**src/rtl/hls_pkg.sv**
```systemverilog
`timescale 1ns / 1ps

package hls_pkg;

  // Fixed field widths
  localparam int PIX_W   = 32;
  localparam int LEN_W   = 12;
  localparam int CFG_IDX_W = 2;

  // Defaults for the top-level parameters
  localparam int MAX_WIDTH_DEF = 2048;
  localparam int MAX_RATIO_DEF = 4;

  // Hard cap on outputs produced from one source pixel
  localparam int RESULT_LIMIT = 8;

  // Depth of the job queue between sequencer and blender
  localparam int QUEUE_DEPTH = 4;

  // Weight divider produces 256ths; 32ths are the top five bits
  localparam int WEIGHT_W = 8;

  // Register indexes on the configuration port
  localparam logic [CFG_IDX_W-1:0] REG_OUT_WIDTH  = 2'd0;
  localparam logic [CFG_IDX_W-1:0] REG_IN_WIDTH   = 2'd1;
  localparam logic [CFG_IDX_W-1:0] REG_PIXEL_MODE = 2'd2;

  // Reset values of the registers
  localparam logic [LEN_W-1:0] OUT_WIDTH_RST = 12'd640;
  localparam logic [LEN_W-1:0] IN_WIDTH_RST  = 12'd512;

  // Pixel packing
  localparam logic MODE_XRGB   = 1'b0;
  localparam logic MODE_RGB565 = 1'b1;

  // One output pixel's worth of work for the blender
  typedef struct packed {
    logic [PIX_W-1:0] left;
    logic [PIX_W-1:0] right;
    logic [LEN_W-1:0] phase;
    logic             last;
  } hls_job_t;

endpackage

```
**src/rtl/hls_front.sv**
```systemverilog
`timescale 1ns / 1ps

module hls_front
  import hls_pkg::*;
#(
  parameter int MAX_RATIO = MAX_RATIO_DEF
) (
  input  logic             clk_i,
  input  logic             rst_ni,
  input  logic [LEN_W-1:0] out_len_i,
  input  logic [LEN_W-1:0] in_len_i,
  input  logic             src_valid_i,
  output logic             src_ready_o,
  input  logic [PIX_W-1:0] src_pixel_i,
  output logic             push_valid_o,
  input  logic             push_ready_i,
  output hls_job_t         push_job_o
);

  localparam int CAP   = (2 * MAX_RATIO < RESULT_LIMIT) ? 2 * MAX_RATIO : RESULT_LIMIT;
  localparam int CNT_W = $clog2(CAP + 1);

  typedef enum logic [1:0] {
    FS_WAIT = 2'b01,
    FS_GEN  = 2'b10
  } front_state_e;

  front_state_e     state_q, state_d;
  logic [PIX_W-1:0] left_q, left_d;
  logic [PIX_W-1:0] right_q, right_d;
  logic [LEN_W-1:0] phase_q, phase_d;
  logic [LEN_W-1:0] out_index_q, out_index_d;
  logic [LEN_W-1:0] in_index_q, in_index_d;
  logic             primed_q, primed_d;
  logic [CNT_W-1:0] cnt_q, cnt_d;

  logic [LEN_W-1:0] out_nxt;
  logic             last;
  logic [LEN_W:0]   phase_sum;
  logic [LEN_W:0]   phase_wrap;
  logic             cap_hit;

  assign out_nxt    = out_index_q + LEN_W'(1);
  assign last       = (out_nxt >= out_len_i);
  assign phase_sum  = {1'b0, phase_q} + {1'b0, in_len_i};
  assign phase_wrap = phase_sum - {1'b0, out_len_i};
  assign cap_hit    = (cnt_q >= CNT_W'(CAP));

  assign src_ready_o  = (state_q == FS_WAIT);
  assign push_valid_o = (state_q == FS_GEN) && !cap_hit;
  assign push_job_o   = '{left: left_q, right: right_q, phase: phase_q, last: last};

  // Phase and pixel-pair sequencer
  always_comb begin
    state_d     = state_q;
    left_d      = left_q;
    right_d     = right_q;
    phase_d     = phase_q;
    out_index_d = out_index_q;
    in_index_d  = in_index_q;
    primed_d    = primed_q;
    cnt_d       = cnt_q;
    unique case (state_q)
      FS_WAIT: begin
        if (src_valid_i) begin
          cnt_d = '0;
          if (!primed_q) begin
            // first pixel of a line fills both sides of the pair
            primed_d    = 1'b1;
            left_d      = src_pixel_i;
            right_d     = src_pixel_i;
            phase_d     = '0;
            out_index_d = '0;
            in_index_d  = LEN_W'(1);
            if (in_len_i <= LEN_W'(1)) begin
              state_d = FS_GEN;
            end
          end else begin
            // surplus pixels past the line width are dropped
            if (in_index_q < in_len_i) begin
              right_d    = src_pixel_i;
              in_index_d = in_index_q + LEN_W'(1);
            end
            state_d = FS_GEN;
          end
        end
      end
      FS_GEN: begin
        if (cap_hit) begin
          // too many outputs for one pixel: skip rest of interval
          phase_d = '0;
          left_d  = right_q;
          state_d = FS_WAIT;
        end else if (push_ready_i) begin
          cnt_d       = cnt_q + CNT_W'(1);
          out_index_d = out_nxt;
          if (last) begin
            phase_d     = '0;
            out_index_d = '0;
            in_index_d  = '0;
            primed_d    = 1'b0;
            state_d     = FS_WAIT;
          end else if (phase_sum >= {1'b0, out_len_i}) begin
            // step pair; past the line end the last pixel repeats
            phase_d = (phase_wrap >= {1'b0, out_len_i}) ? out_len_i - LEN_W'(1)
                                                        : phase_wrap[LEN_W-1:0];
            left_d  = right_q;
            if (in_index_q < in_len_i) begin
              state_d = FS_WAIT;
            end
          end else begin
            phase_d = phase_sum[LEN_W-1:0];
          end
        end
      end
      default: state_d = FS_WAIT;
    endcase
  end

  always_ff @(posedge clk_i or negedge rst_ni) begin
    if (!rst_ni) begin
      state_q     <= FS_WAIT;
      left_q      <= '0;
      right_q     <= '0;
      phase_q     <= '0;
      out_index_q <= '0;
      in_index_q  <= '0;
      primed_q    <= 1'b0;
      cnt_q       <= '0;
    end else begin
      state_q     <= state_d;
      left_q      <= left_d;
      right_q     <= right_d;
      phase_q     <= phase_d;
      out_index_q <= out_index_d;
      in_index_q  <= in_index_d;
      primed_q    <= primed_d;
      cnt_q       <= cnt_d;
    end
  end

endmodule

```
**src/rtl/hls_queue.sv**
```systemverilog
`timescale 1ns / 1ps

module hls_queue
  import hls_pkg::*;
(
  input  logic     clk_i,
  input  logic     rst_ni,
  input  logic     push_valid_i,
  output logic     push_ready_o,
  input  hls_job_t push_job_i,
  output logic     pop_valid_o,
  input  logic     pop_ready_i,
  output hls_job_t pop_job_o
);

  localparam int PTR_W = $clog2(QUEUE_DEPTH);
  localparam int CNT_W = $clog2(QUEUE_DEPTH + 1);

  hls_job_t         slot_q [QUEUE_DEPTH];
  logic [PTR_W-1:0] wr_ptr_q, wr_ptr_d;
  logic [PTR_W-1:0] rd_ptr_q, rd_ptr_d;
  logic [CNT_W-1:0] fill_q, fill_d;
  logic             push, pop;

  assign push_ready_o = (fill_q != CNT_W'(QUEUE_DEPTH));
  assign pop_valid_o  = (fill_q != '0);
  assign pop_job_o    = slot_q[rd_ptr_q];
  assign push         = push_valid_i && push_ready_o;
  assign pop          = pop_valid_o && pop_ready_i;

  // Pointer wrap works for any depth
  always_comb begin
    wr_ptr_d = wr_ptr_q;
    rd_ptr_d = rd_ptr_q;
    fill_d   = fill_q;
    if (push) begin
      wr_ptr_d = (wr_ptr_q == PTR_W'(QUEUE_DEPTH - 1)) ? '0 : wr_ptr_q + PTR_W'(1);
    end
    if (pop) begin
      rd_ptr_d = (rd_ptr_q == PTR_W'(QUEUE_DEPTH - 1)) ? '0 : rd_ptr_q + PTR_W'(1);
    end
    if (push && !pop) begin
      fill_d = fill_q + CNT_W'(1);
    end else if (pop && !push) begin
      fill_d = fill_q - CNT_W'(1);
    end
  end

  always_ff @(posedge clk_i or negedge rst_ni) begin
    if (!rst_ni) begin
      wr_ptr_q <= '0;
      rd_ptr_q <= '0;
      fill_q   <= '0;
    end else begin
      wr_ptr_q <= wr_ptr_d;
      rd_ptr_q <= rd_ptr_d;
      fill_q   <= fill_d;
    end
  end

  // Job storage, no reset needed
  always_ff @(posedge clk_i) begin
    if (push) begin
      slot_q[wr_ptr_q] <= push_job_i;
    end
  end

endmodule

```
**src/rtl/hls_back.sv**
```systemverilog
`timescale 1ns / 1ps

module hls_back
  import hls_pkg::*;
(
  input  logic             clk_i,
  input  logic             rst_ni,
  input  logic [LEN_W-1:0] out_len_i,
  input  logic             pixel_mode_i,
  input  logic             pop_valid_i,
  output logic             pop_ready_o,
  input  hls_job_t         pop_job_i,
  output logic             out_valid_o,
  input  logic             out_ready_i,
  output logic [PIX_W-1:0] out_pixel_o,
  output logic             line_end_o
);

  localparam int STEP_W = $clog2(WEIGHT_W);

  typedef enum logic [2:0] {
    BS_IDLE  = 3'b001,
    BS_DIV   = 3'b010,
    BS_BLEND = 3'b100
  } back_state_e;

  back_state_e         state_q, state_d;
  hls_job_t            job_q, job_d;
  logic [LEN_W-1:0]    rem_q, rem_d;
  logic [WEIGHT_W-1:0] quo_q, quo_d;
  logic [STEP_W-1:0]   step_q, step_d;
  logic                out_valid_q, out_valid_d;
  logic [PIX_W-1:0]    out_pixel_q, out_pixel_d;
  logic                line_end_q, line_end_d;

  logic [LEN_W:0]      rem_dbl;
  logic                sub_ok;
  logic [LEN_W-1:0]    ph_lim;
  logic                out_free;
  logic [8:0]          wq, wp;
  logic [PIX_W-1:0]    blended;

  // One channel: (a*p + b*q) / r, r = 32 or 256
  function automatic logic [7:0] blend_ch(input logic [7:0] ca, input logic [7:0] cb,
                                          input logic [8:0] p, input logic [8:0] q,
                                          input logic mode);
    logic [17:0] sum;
    sum = 18'(ca) * 18'(p) + 18'(cb) * 18'(q);
    return (mode == MODE_RGB565) ? sum[12:5] : sum[15:8];
  endfunction

  assign rem_dbl  = {rem_q, 1'b0};
  assign sub_ok   = (rem_dbl >= {1'b0, out_len_i});
  assign ph_lim   = (pop_job_i.phase >= out_len_i) ? out_len_i - LEN_W'(1) : pop_job_i.phase;
  assign out_free = !out_valid_q || out_ready_i;

  assign pop_ready_o = (state_q == BS_IDLE);
  assign out_valid_o = out_valid_q;
  assign out_pixel_o = out_pixel_q;
  assign line_end_o  = line_end_q;

  // Weights from the quotient of 256ths
  always_comb begin
    if (pixel_mode_i == MODE_RGB565) begin
      wq = {4'b0, quo_q[7:3]};
      wp = 9'd32 - wq;
    end else begin
      wq = {1'b0, quo_q};
      wp = 9'd256 - wq;
    end
  end

  // Per-channel blend; alpha is dropped in 32-bit mode
  always_comb begin
    logic [7:0] c0, c1, c2;
    if (pixel_mode_i == MODE_RGB565) begin
      c0 = blend_ch({3'b0, job_q.left[4:0]}, {3'b0, job_q.right[4:0]}, wp, wq, pixel_mode_i);
      c1 = blend_ch({2'b0, job_q.left[10:5]}, {2'b0, job_q.right[10:5]}, wp, wq,
                    pixel_mode_i);
      c2 = blend_ch({3'b0, job_q.left[15:11]}, {3'b0, job_q.right[15:11]}, wp, wq,
                    pixel_mode_i);
      blended = {16'b0, c2[4:0], c1[5:0], c0[4:0]};
    end else begin
      c0 = blend_ch(job_q.left[7:0], job_q.right[7:0], wp, wq, pixel_mode_i);
      c1 = blend_ch(job_q.left[15:8], job_q.right[15:8], wp, wq, pixel_mode_i);
      c2 = blend_ch(job_q.left[23:16], job_q.right[23:16], wp, wq, pixel_mode_i);
      blended = {8'b0, c2, c1, c0};
    end
  end

  // Job fetch, bit-serial weight divider, blend into output register
  always_comb begin
    state_d     = state_q;
    job_d       = job_q;
    rem_d       = rem_q;
    quo_d       = quo_q;
    step_d      = step_q;
    out_valid_d = out_valid_q && !out_ready_i;
    out_pixel_d = out_pixel_q;
    line_end_d  = line_end_q;
    unique case (state_q)
      BS_IDLE: begin
        if (pop_valid_i) begin
          job_d   = pop_job_i;
          rem_d   = ph_lim;
          quo_d   = '0;
          step_d  = '0;
          state_d = BS_DIV;
        end
      end
      BS_DIV: begin
        // restoring step: one quotient bit of 256*phase/out_len
        rem_d  = sub_ok ? LEN_W'(rem_dbl - {1'b0, out_len_i}) : rem_dbl[LEN_W-1:0];
        quo_d  = {quo_q[WEIGHT_W-2:0], sub_ok};
        step_d = step_q + STEP_W'(1);
        if (step_q == STEP_W'(WEIGHT_W - 1)) begin
          state_d = BS_BLEND;
        end
      end
      BS_BLEND: begin
        if (out_free) begin
          out_valid_d = 1'b1;
          out_pixel_d = blended;
          line_end_d  = job_q.last;
          state_d     = BS_IDLE;
        end
      end
      default: state_d = BS_IDLE;
    endcase
  end

  always_ff @(posedge clk_i or negedge rst_ni) begin
    if (!rst_ni) begin
      state_q     <= BS_IDLE;
      out_valid_q <= 1'b0;
      step_q      <= '0;
    end else begin
      state_q     <= state_d;
      out_valid_q <= out_valid_d;
      step_q      <= step_d;
    end
  end

  always_ff @(posedge clk_i) begin
    job_q       <= job_d;
    rem_q       <= rem_d;
    quo_q       <= quo_d;
    out_pixel_q <= out_pixel_d;
    line_end_q  <= line_end_d;
  end

endmodule

```
**src/rtl/horizontal_line_stretch_core.sv**
```systemverilog
// Back end: every output pixel takes a job fetch, the 8-step bit-serial
// weight divider and a blend; the next job is fetched only once the blend
// has reached the output register, which can stall it. Source pixels are
// taken as soon as the sequencer has queued all outputs of the previous pair.
// Reset: asynchronous, active low; registers return to 640 / 512 / xRGB and
// the line state clears so the next pixel primes a new line.
`timescale 1ns / 1ps

module horizontal_line_stretch_core
  import hls_pkg::*;
#(
  parameter int MAX_WIDTH = MAX_WIDTH_DEF,
  parameter int MAX_RATIO = MAX_RATIO_DEF
) (
  input  logic                 clk_i,
  input  logic                 rst_ni,
  input  logic                 cfg_valid_i,
  output logic                 cfg_ready_o,
  input  logic [CFG_IDX_W-1:0] cfg_index_i,
  input  logic [LEN_W-1:0]     cfg_data_i,
  input  logic                 src_valid_i,
  output logic                 src_ready_o,
  input  logic [PIX_W-1:0]     src_pixel_i,
  output logic                 out_valid_o,
  input  logic                 out_ready_i,
  output logic [PIX_W-1:0]     out_pixel_o,
  output logic                 line_end_o
);

  logic [LEN_W-1:0] out_width_q, out_width_d;
  logic [LEN_W-1:0] in_width_q, in_width_d;
  logic             pixel_mode_q, pixel_mode_d;
  logic [LEN_W-1:0] out_len, in_len;

  logic     push_valid, push_ready;
  hls_job_t push_job;
  logic     pop_valid, pop_ready;
  hls_job_t pop_job;

  function automatic logic [LEN_W-1:0] eff_len(input logic [LEN_W-1:0] v);
    if (v == '0) begin
      return LEN_W'(1);
    end else if (int'(v) > MAX_WIDTH) begin
      return LEN_W'(MAX_WIDTH);
    end else begin
      return v;
    end
  endfunction

  assign cfg_ready_o = 1'b1;
  assign out_len     = eff_len(out_width_q);
  assign in_len      = eff_len(in_width_q);

  // Configuration registers; unknown indexes are ignored
  always_comb begin
    out_width_d  = out_width_q;
    in_width_d   = in_width_q;
    pixel_mode_d = pixel_mode_q;
    if (cfg_valid_i) begin
      unique case (cfg_index_i)
        REG_OUT_WIDTH:  out_width_d  = cfg_data_i;
        REG_IN_WIDTH:   in_width_d   = cfg_data_i;
        REG_PIXEL_MODE: pixel_mode_d = cfg_data_i[0];
        default: ;
      endcase
    end
  end

  always_ff @(posedge clk_i or negedge rst_ni) begin
    if (!rst_ni) begin
      out_width_q  <= OUT_WIDTH_RST;
      in_width_q   <= IN_WIDTH_RST;
      pixel_mode_q <= MODE_XRGB;
    end else begin
      out_width_q  <= out_width_d;
      in_width_q   <= in_width_d;
      pixel_mode_q <= pixel_mode_d;
    end
  end

  hls_front #(
    .MAX_RATIO (MAX_RATIO)
  ) u_front (
    .clk_i        (clk_i),
    .rst_ni       (rst_ni),
    .out_len_i    (out_len),
    .in_len_i     (in_len),
    .src_valid_i  (src_valid_i),
    .src_ready_o  (src_ready_o),
    .src_pixel_i  (src_pixel_i),
    .push_valid_o (push_valid),
    .push_ready_i (push_ready),
    .push_job_o   (push_job)
  );

  hls_queue u_queue (
    .clk_i        (clk_i),
    .rst_ni       (rst_ni),
    .push_valid_i (push_valid),
    .push_ready_o (push_ready),
    .push_job_i   (push_job),
    .pop_valid_o  (pop_valid),
    .pop_ready_i  (pop_ready),
    .pop_job_o    (pop_job)
  );

  hls_back u_back (
    .clk_i        (clk_i),
    .rst_ni       (rst_ni),
    .out_len_i    (out_len),
    .pixel_mode_i (pixel_mode_q),
    .pop_valid_i  (pop_valid),
    .pop_ready_o  (pop_ready),
    .pop_job_i    (pop_job),
    .out_valid_o  (out_valid_o),
    .out_ready_i  (out_ready_i),
    .out_pixel_o  (out_pixel_o),
    .line_end_o   (line_end_o)
  );

endmodule

```
**config.mk**
```make
export PLATFORM = sky130hd
export DESIGN_NAME = horizontal_line_stretch_core
export DESIGN_NICKNAME = d
export VERILOG_FILES = /design/src/rtl/hls_pkg.sv /design/src/rtl/hls_front.sv /design/src/rtl/hls_queue.sv /design/src/rtl/hls_back.sv /design/src/rtl/horizontal_line_stretch_core.sv
export SDC_FILE = /design/constraint.sdc
export NUM_CORES = 2
export LEC_CHECK = 0
export BUFFER_PORTS_ARGS = -buffer_cell sky130_fd_sc_hd__buf_2
export CORE_MARGIN = 5
export CORE_UTILIZATION = 40
export CTS_CLUSTER_SIZE = 40
export DETAILED_ROUTE_END_ITERATION = 6
export PLACE_DENSITY = 0.52
export SKIP_LAST_GASP = 1
export SLEW_MARGIN = 20
export SYNTH_ARGS = -nofsm -noshare
export SYNTH_HDL_FRONTEND = slang
export SYNTH_SLANG_ARGS = --single-unit
export TNS_END_PERCENT = 100
```
**constraint.sdc**
```tcl
create_clock -name clk_i -period 11.18 [get_ports clk_i]
set_clock_uncertainty 0.1 [all_clocks]
set_input_delay 2.795 -clock clk_i [delete_from_list [all_inputs] [get_ports clk_i]]
set_output_delay 2.795 -clock clk_i [all_outputs]
set_load 0.02 [all_outputs]
```
Word-level counts from Yosys, hierarchy flattened
Memory sizes are Yosys's and may differ from the RTL's.
Index checks and enable logic that the tools add are counted.
W data, S select, Z words.
{ "classes": {"n_mux": 73, "add_sub_neg": 20, "multipliers": 12, "n_reduce_logical": 34, "eq_ne": 27, "magnitude_cmp": 10} }
{ "ops": {"columns": ["cell", "n"], "rows": [
  ["$mux W12", 23],
  ["$mux W32", 8],
  ["$pmux W12 S2", 4],
  ["$pmux W32 S2", 1],
  ["$add A16 B16 Y16", 3],
  ["$mul A8 B8 Y16", 3],
  ["$mul A8 B9 Y16", 3],
  ["$ge A13 B12 Y1", 3],
  ["$add A12 B1 Y12 const B", 2],
  ["$ge A12 B12 Y1", 2],
  ["$gt A12 B12 Y1 const B", 2],
  ["$logic_not A12 Y1", 2],
  ["$add A10 B10 Y10", 2],
  ["$mul A5 B8 Y10", 2],
  ["$mul A5 B9 Y10", 2],
  ["$mux W2", 10],
  ["$mux W3", 6],
  ["$mux W16", 1],
  ["$mux W8", 2],
  ["$pmux W8 S2", 1],
  ["$reduce_and A5 Y1", 3],
  ["$add A12 B12 Y13", 1],
  ["$sub A13 B12 Y13", 1],
  ["$le A12 B1 Y1 const B", 1],
  ["42 further kinds", 88]
]} }
{ "word_totals": {"mem_bits_rw": 308, "register_bits": 248, "output_inout_bits": 36, "inputBits": 51, "n_memories": 1} }
{ "mem_list": {"columns": ["name", "depth", "width", "rd", "rd_ports_with_merged_regs", "write_ports", "line_no", "source"], "rows": [
  ["u_queue.slot_q", 4, 77, 1, 0, 1, "hls_queue.sv:19", "hls_job_t slot_q [QUEUE_DEPTH];"]
]} }

Depth between registers and ports, before layout
{ "logic_depth": {"ltp_word": 12, "mapped_depth": 27} }

Hierarchy
From an unflattened synthesis, not the netlist that was laid out.
{ "unflattened": {"cells_unflattened": 3686, "area_unflattened_um2": 43055.0} }
{ "by_module_without_submodules": {"columns": ["mod", "area_each_um2", "cells_each", "n_inst"], "rows": [
  ["hls_back", 23059.6, 2397, 1],
  ["hls_queue", 11542.3, 440, 1],
  ["hls_front", 7249.5, 756, 1],
  ["horizontal_line_stretch_core", 1203.7, 93, 1]
]} }

Worst setup path before layout
No wires, ideal clock.
{ "synth_path": {"path_type": "reg-to-reg", "from": "reg u_back.quo_q[3]", "to": "reg u_back.out_pixel_q[23] (netlist: u_back.out_pixel_o[23]), data pin", "t_arrival_ns": 6.762, "n_path_buf": 1, "stages_incl_launch_ff": 26, "setup_time_ns": 0.266, "setup_slack_ns": 4.052, "period_less_slack_ns": 7.128, "path_cell_list": "edfxtp_1 -> inv_1 -> ha_1 -> nor4b_1 -> xor2_1 -> o21ai_0 -> clkbuf_1 -> nand2_1 -> fa_1 -> fa_1 -> inv_1 -> fa_1 -> fa_1 -> inv_1 -> fa_1 -> fa_1 -> inv_1 -> ha_1 -> a2111oi_0 -> nand2_1 -> o2111ai_1 -> nand2_1 -> a211o_1 -> o31a_1 -> xnor2_1 -> nor2_1"} }
{ "synth_via": {"elab_chain_cells": 4} }
{ "synth_lines": {"columns": ["item", "line_no", "source"], "rows": [
  ["from (decl)", "hls_back.sv:30", "logic [WEIGHT_W-1:0] quo_q, quo_d;"],
  ["from (signal assigned)", "hls_back.sv:147", "quo_q <= quo_d;"],
  ["$sub A9 B8 Y9 / $sub A6 B5 Y7 (equally long branches)", "hls_back.sv:69, hls_back.sv:66", null],
  ["$mux W9", "hls_back.sv:64", "if (pixel_mode_i == MODE_RGB565) begin"],
  ["$mul A8 B9 Y16", "hls_back.sv:48", "sum = 18'(ca) * 18'(p) + 18'(cb) * 18'(q);"],
  ["$add A16 B16 Y16 *", "hls_back.sv:48", null],
  ["to (signal assigned)", "hls_back.sv:148", "out_pixel_q <= out_pixel_d;"],
  ["to (decl)", "hls_back.sv:33", "logic [PIX_W-1:0] out_pixel_q, out_pixel_d;"]
]} }
Mark *: on every way between the ends. The rest lies on a longest branch, timed or not.
A chain may end at the register's enable or synchronous reset.

Worst setup path after layout
{ "layout_path": {"from": "reg u_back.quo_q[3]", "to": "reg u_back.out_pixel_q[15] (netlist: u_back.out_pixel_o[15]), data pin"} }
{ "layout_via": {"elab_chain_cells": 5} }
{ "layout_lines": {"columns": ["item", "line_no", "source"], "rows": [
  ["$sub A9 B8 Y9 / $sub A6 B5 Y7 (equally long branches)", "hls_back.sv:69, hls_back.sv:66", null],
  ["$mux W9", "hls_back.sv:64", null],
  ["$mul A8 B9 Y16 / $mul A5 B9 Y10 (equally long branches)", "hls_back.sv:48", null],
  ["$add A16 B16 Y16 / $add A10 B10 Y10 (equally long branches)", "hls_back.sv:48", null],
  ["$mux W16 *", "hls_back.sv:76", "if (pixel_mode_i == MODE_RGB565) begin"],
  ["via u_back.blended[15]", "hls_back.sv:41", "logic [PIX_W-1:0] blended;"]
]} }
Mark *: on every way through the listed nets, which the timed path passes. The rest lies on a longest branch.

==> flow_summary_export.csv <==
group,metric,value,unit
route,ant_nets,0,
sta,fin_crit_sh,73.86,%
yosys,syn-cell-area,38960,um2
global_routing,antenna_found_initial,4,
clock_tree,clkLatencyLatePin,0.67,ns
global_routing,grt_max_degree,92,
route,drtPass1Iterations,5,
clock_tree,h-tree-depth,2,
floorplanning,fp.dieW,322.1,um
yosys,synth_seq_area_share,34.41,%
setup_path,critPathKind,"reg2reg",
global_routing,grt_util_all_layers,18.60,%
global_routing,grt_pass1_wl,149800,um
route,routedWlPerCell,19.86,um
setup_path,r2r-start,"u_back.quo_q[3]",
sta,layout_min_cycle_time,8.257,ns
yosys,synth_cell_types,77,
placed_design,place_congestion,0.8300,
global_routing,first_global_vias,25780,
sta,fmax,0.1211,GHz
floorplanning,num_io_pins,87,
clock_tree,cts_setup_buffers,0,
floorplanning,die-area,103800,um2
finish,area_growth,9.819,%
yosys,async_flop_share,27.78,%
yosys,syn_inst,3328,
sta,finalSetupViolCount,0,
floorplanning,initial_core_util,40.29,%
hold_path,hold_class,"reg2reg",
yosys,syn_area_per_cell,11.71,um2
run_status,status,"finished clean",
route,routed-via-count,23650,
setup_path,startpoint,"u_back.quo_q[3]",
yosys,synth-seq-cells,468,
sta,tightest_slew,1.050,ns
clock_tree,clk_pin_slew,0.07,ns
floorplanning,fp.dieH,322.1,um
route,drc,0,
setup_path,worstSetupStartpointType,"flip-flop",
route,drt-total-wl,93550,um
yosys,yosysWarnings,0,
setup_path,reg2reg_depth,24,
setup_path,reg2reg_to,"u_back.out_pixel_o[15]",
sta,finalSetupTns,0,ns
clock_tree,cts_buffer_depth,3,
sta,hold_viol,0,
yosys,synth_ff_type,"edfxtp_1",
sta,relSlewSlack,30.01,%
floorplanning,fp-row-count,114,
global_routing,gr-total-overflow,0,
setup_path,crit_arrival,8.51,ns
setup_path,ff2ff_setup_slack,2.92,ns
clock_tree,cts_root_buffer,"clkbuf_16",
setup_path,cp_max_fo,16,
finish,fin_nets,4204,
floorplanning,core_region_area,96710,um2
finish,drive_gt1_share,11.79,%
sta,rsz0062_at_grt,"false",
clock_tree,clock_sinks,468,
setup_path,cp.required,11.44,ns
clock_tree,cts.hold.buffers_added,0,
clock_tree,cts_tree,"done",
setup_path,endpoint_kind,"flip-flop",
placed_design,port_buffers,69,
clock_tree,cts_made_buffers,55,
setup_path,crit_path_end,"u_back.out_pixel_o[15]",
route,drt_iter0_drc,1137,
clock_tree,cts-resized-gates,0,
run,drv_cap,0,
hold_path,holdCritStartpoint,"u_back.job_q[0]",
finish,nFillCells,9197,
yosys,synth_edf_count,338,
sta,final_max_slew_viol_count,0,
placed_design,dp_hpwl,69680,um
route,viasPerCell,5.021,
==> kinds of logic after synthesis <==
family                     count (synthesis)  synth area share (%)
buffers and inverters                    696                 6.827
xor gates and xnor gates                 133                 3.060
DFF                                      468                 34.41
other                                      2               0.01927
muxes                                    186                 7.064
AOI/OAI and AO/OA                        311                 5.446
adders and majority gates                766                 32.96
and+or+nand+nor                          766                 10.21
==> placed cells by master, fill, tap and decap left out, drive strengths merged, types with 58 or more instances in the layout <==
| master | instances |
|---|---|
| buf | 101 |
| xnor2 | 91 |
| fa | 434 |
| clkbuf | 77 |
| edfxtp | 338 |
| nor2b | 97 |
| nor2 | 98 |
| mux2 | 102 |
| inv | 597 |
| nand2 | 226 |
| ha | 332 |
| dfrtp | 125 |
| mux4 | 61 |
| o21ai | 69 |
| and2 | 191 |
| a21oi | 58 |
==> cell usage after synthesis, types with 40 or more instances <==
cell type / n / area share [%]
a21oi_1: 58 / 0.74
and2_1: 191 / 3.1
clkbuf_1: 71 / 0.68
dfrtp_1: 125 / 8.0
edfxtp_1: 338 / 26
fa_1: 434 / 22
ha_1: 332 / 11
inv_1: 588 / 5.7
mux2_2: 102 / 2.9
mux4_2: 61 / 3.5
nand2_1: 225 / 2.2
nor2_1: 98 / 0.94
nor2b_1: 97 / 1.6
o21ai_0: 66 / 0.85
xnor2_1: 91 / 2.0
xor2_1: 40 / 0.90
==> cell type report <==
cell class                 instances  area, um2  area share (%)
antenna                            1      2.502        0.005848
clock buffer                      77       1570           3.670
clock inverter                    27      330.3          0.7719
inverter                         590       2215           5.175
multi-input combinational       2171      23060           53.88
sequential                       468      13420           31.35
tap                             1276       1597           3.731
timing repair buffer             101      604.3           1.412
==> registers in the layout, indices dropped and copies added, names as in the netlist, 2 cells and up <==
signal / cells
u_front.left_q: 24
out_width_q: 12
u_back.rem_q: 12
u_queue.wr_ptr_q: 2
u_back.quo_q: 8
u_front.state_q: 2
u_front.cnt_q: 4
u_front.phase_q: 12
u_front.right_q: 24
u_back.state_q: 3
u_queue.slot_q: 244
u_back.out_pixel_o: 24
u_back.step_q: 3
u_front.in_index_q: 12
u_queue.rd_ptr_q: 2
u_front.out_index_q: 12
u_queue.fill_q: 3
in_width_q: 12
u_back.job_q: 49
==> critical path, cell delays in order, from the launching register on <==
cell and delay, ns:
edfxtp_1 0.54, inv_1 0.20, ha_1 0.23, nor4b_1 0.50
xor2_1 0.15, o21ai_2 0.47, buf_4 0.40, nand2_1 0.16
fa_1 0.56, inv_1 0.06, fa_1 0.53, inv_1 0.05
fa_1 0.48, fa_1 0.62, fa_1 0.45, fa_1 0.49
inv_1 0.04, ha_1 0.18, a2111oi_0 0.34, o21ai_0 0.26
a41o_1 0.38, a21o_1 0.22, o41ai_1 0.31, xnor2_1 0.16
mux2i_1 0.09
==> through the flow <==
step | instances | worst slack [ns] | hold slack (ns) | instance area [um2] | utilization, %
3_5_place_dp | 4605 | 2.964 | 0.3106 | 40870 | 42.26
3_3_place_gp | 4605 | 2.994 | 0.3102 | 40870 | 42.26
6_report | 4711 | 2.923 | 0.3472 | 42790 | 44.25
5_1_grt | 4710 | 2.466 | 0.3795 | 42790 | 44.25
2_1_floorplan | 3335 | 4.052 | 0.3003 | 38990 | -
4_1_cts | 4709 | 2.946 | 0.3599 | 42770 | 44.22
==> per-layer routing <==
| layer | track usage [%] | share of wire [%] | wire (um) |
|---|---|---|---|
| met1 | 26.64 | 47 | 44180 |
| met4 | 4.391 | 2.4 | 2208 |
| met2 | 29.92 | 46 | 43020 |
| met5 | 0 | 0 | 0 |
| met3 | 3.104 | 4.4 | 4141 |
==> how the worst min path moves through the flow <==
stage / to / slack, ns / cells after the start
floorplan: u_back.line_end_o / 0.30 / 0
global placement: u_back.line_end_o / 0.31 / 0
detailed placement: u_back.line_end_o / 0.31 / 0
CTS: u_back.line_end_o / 0.36 / 0
global route: u_back.line_end_o / 0.38 / 0
finish: u_back.line_end_o / 0.35 / 0
Power is left out: the tool's default activity adds up to more than one toggle a clock period on the data nets, which glitch-free logic cannot reach.
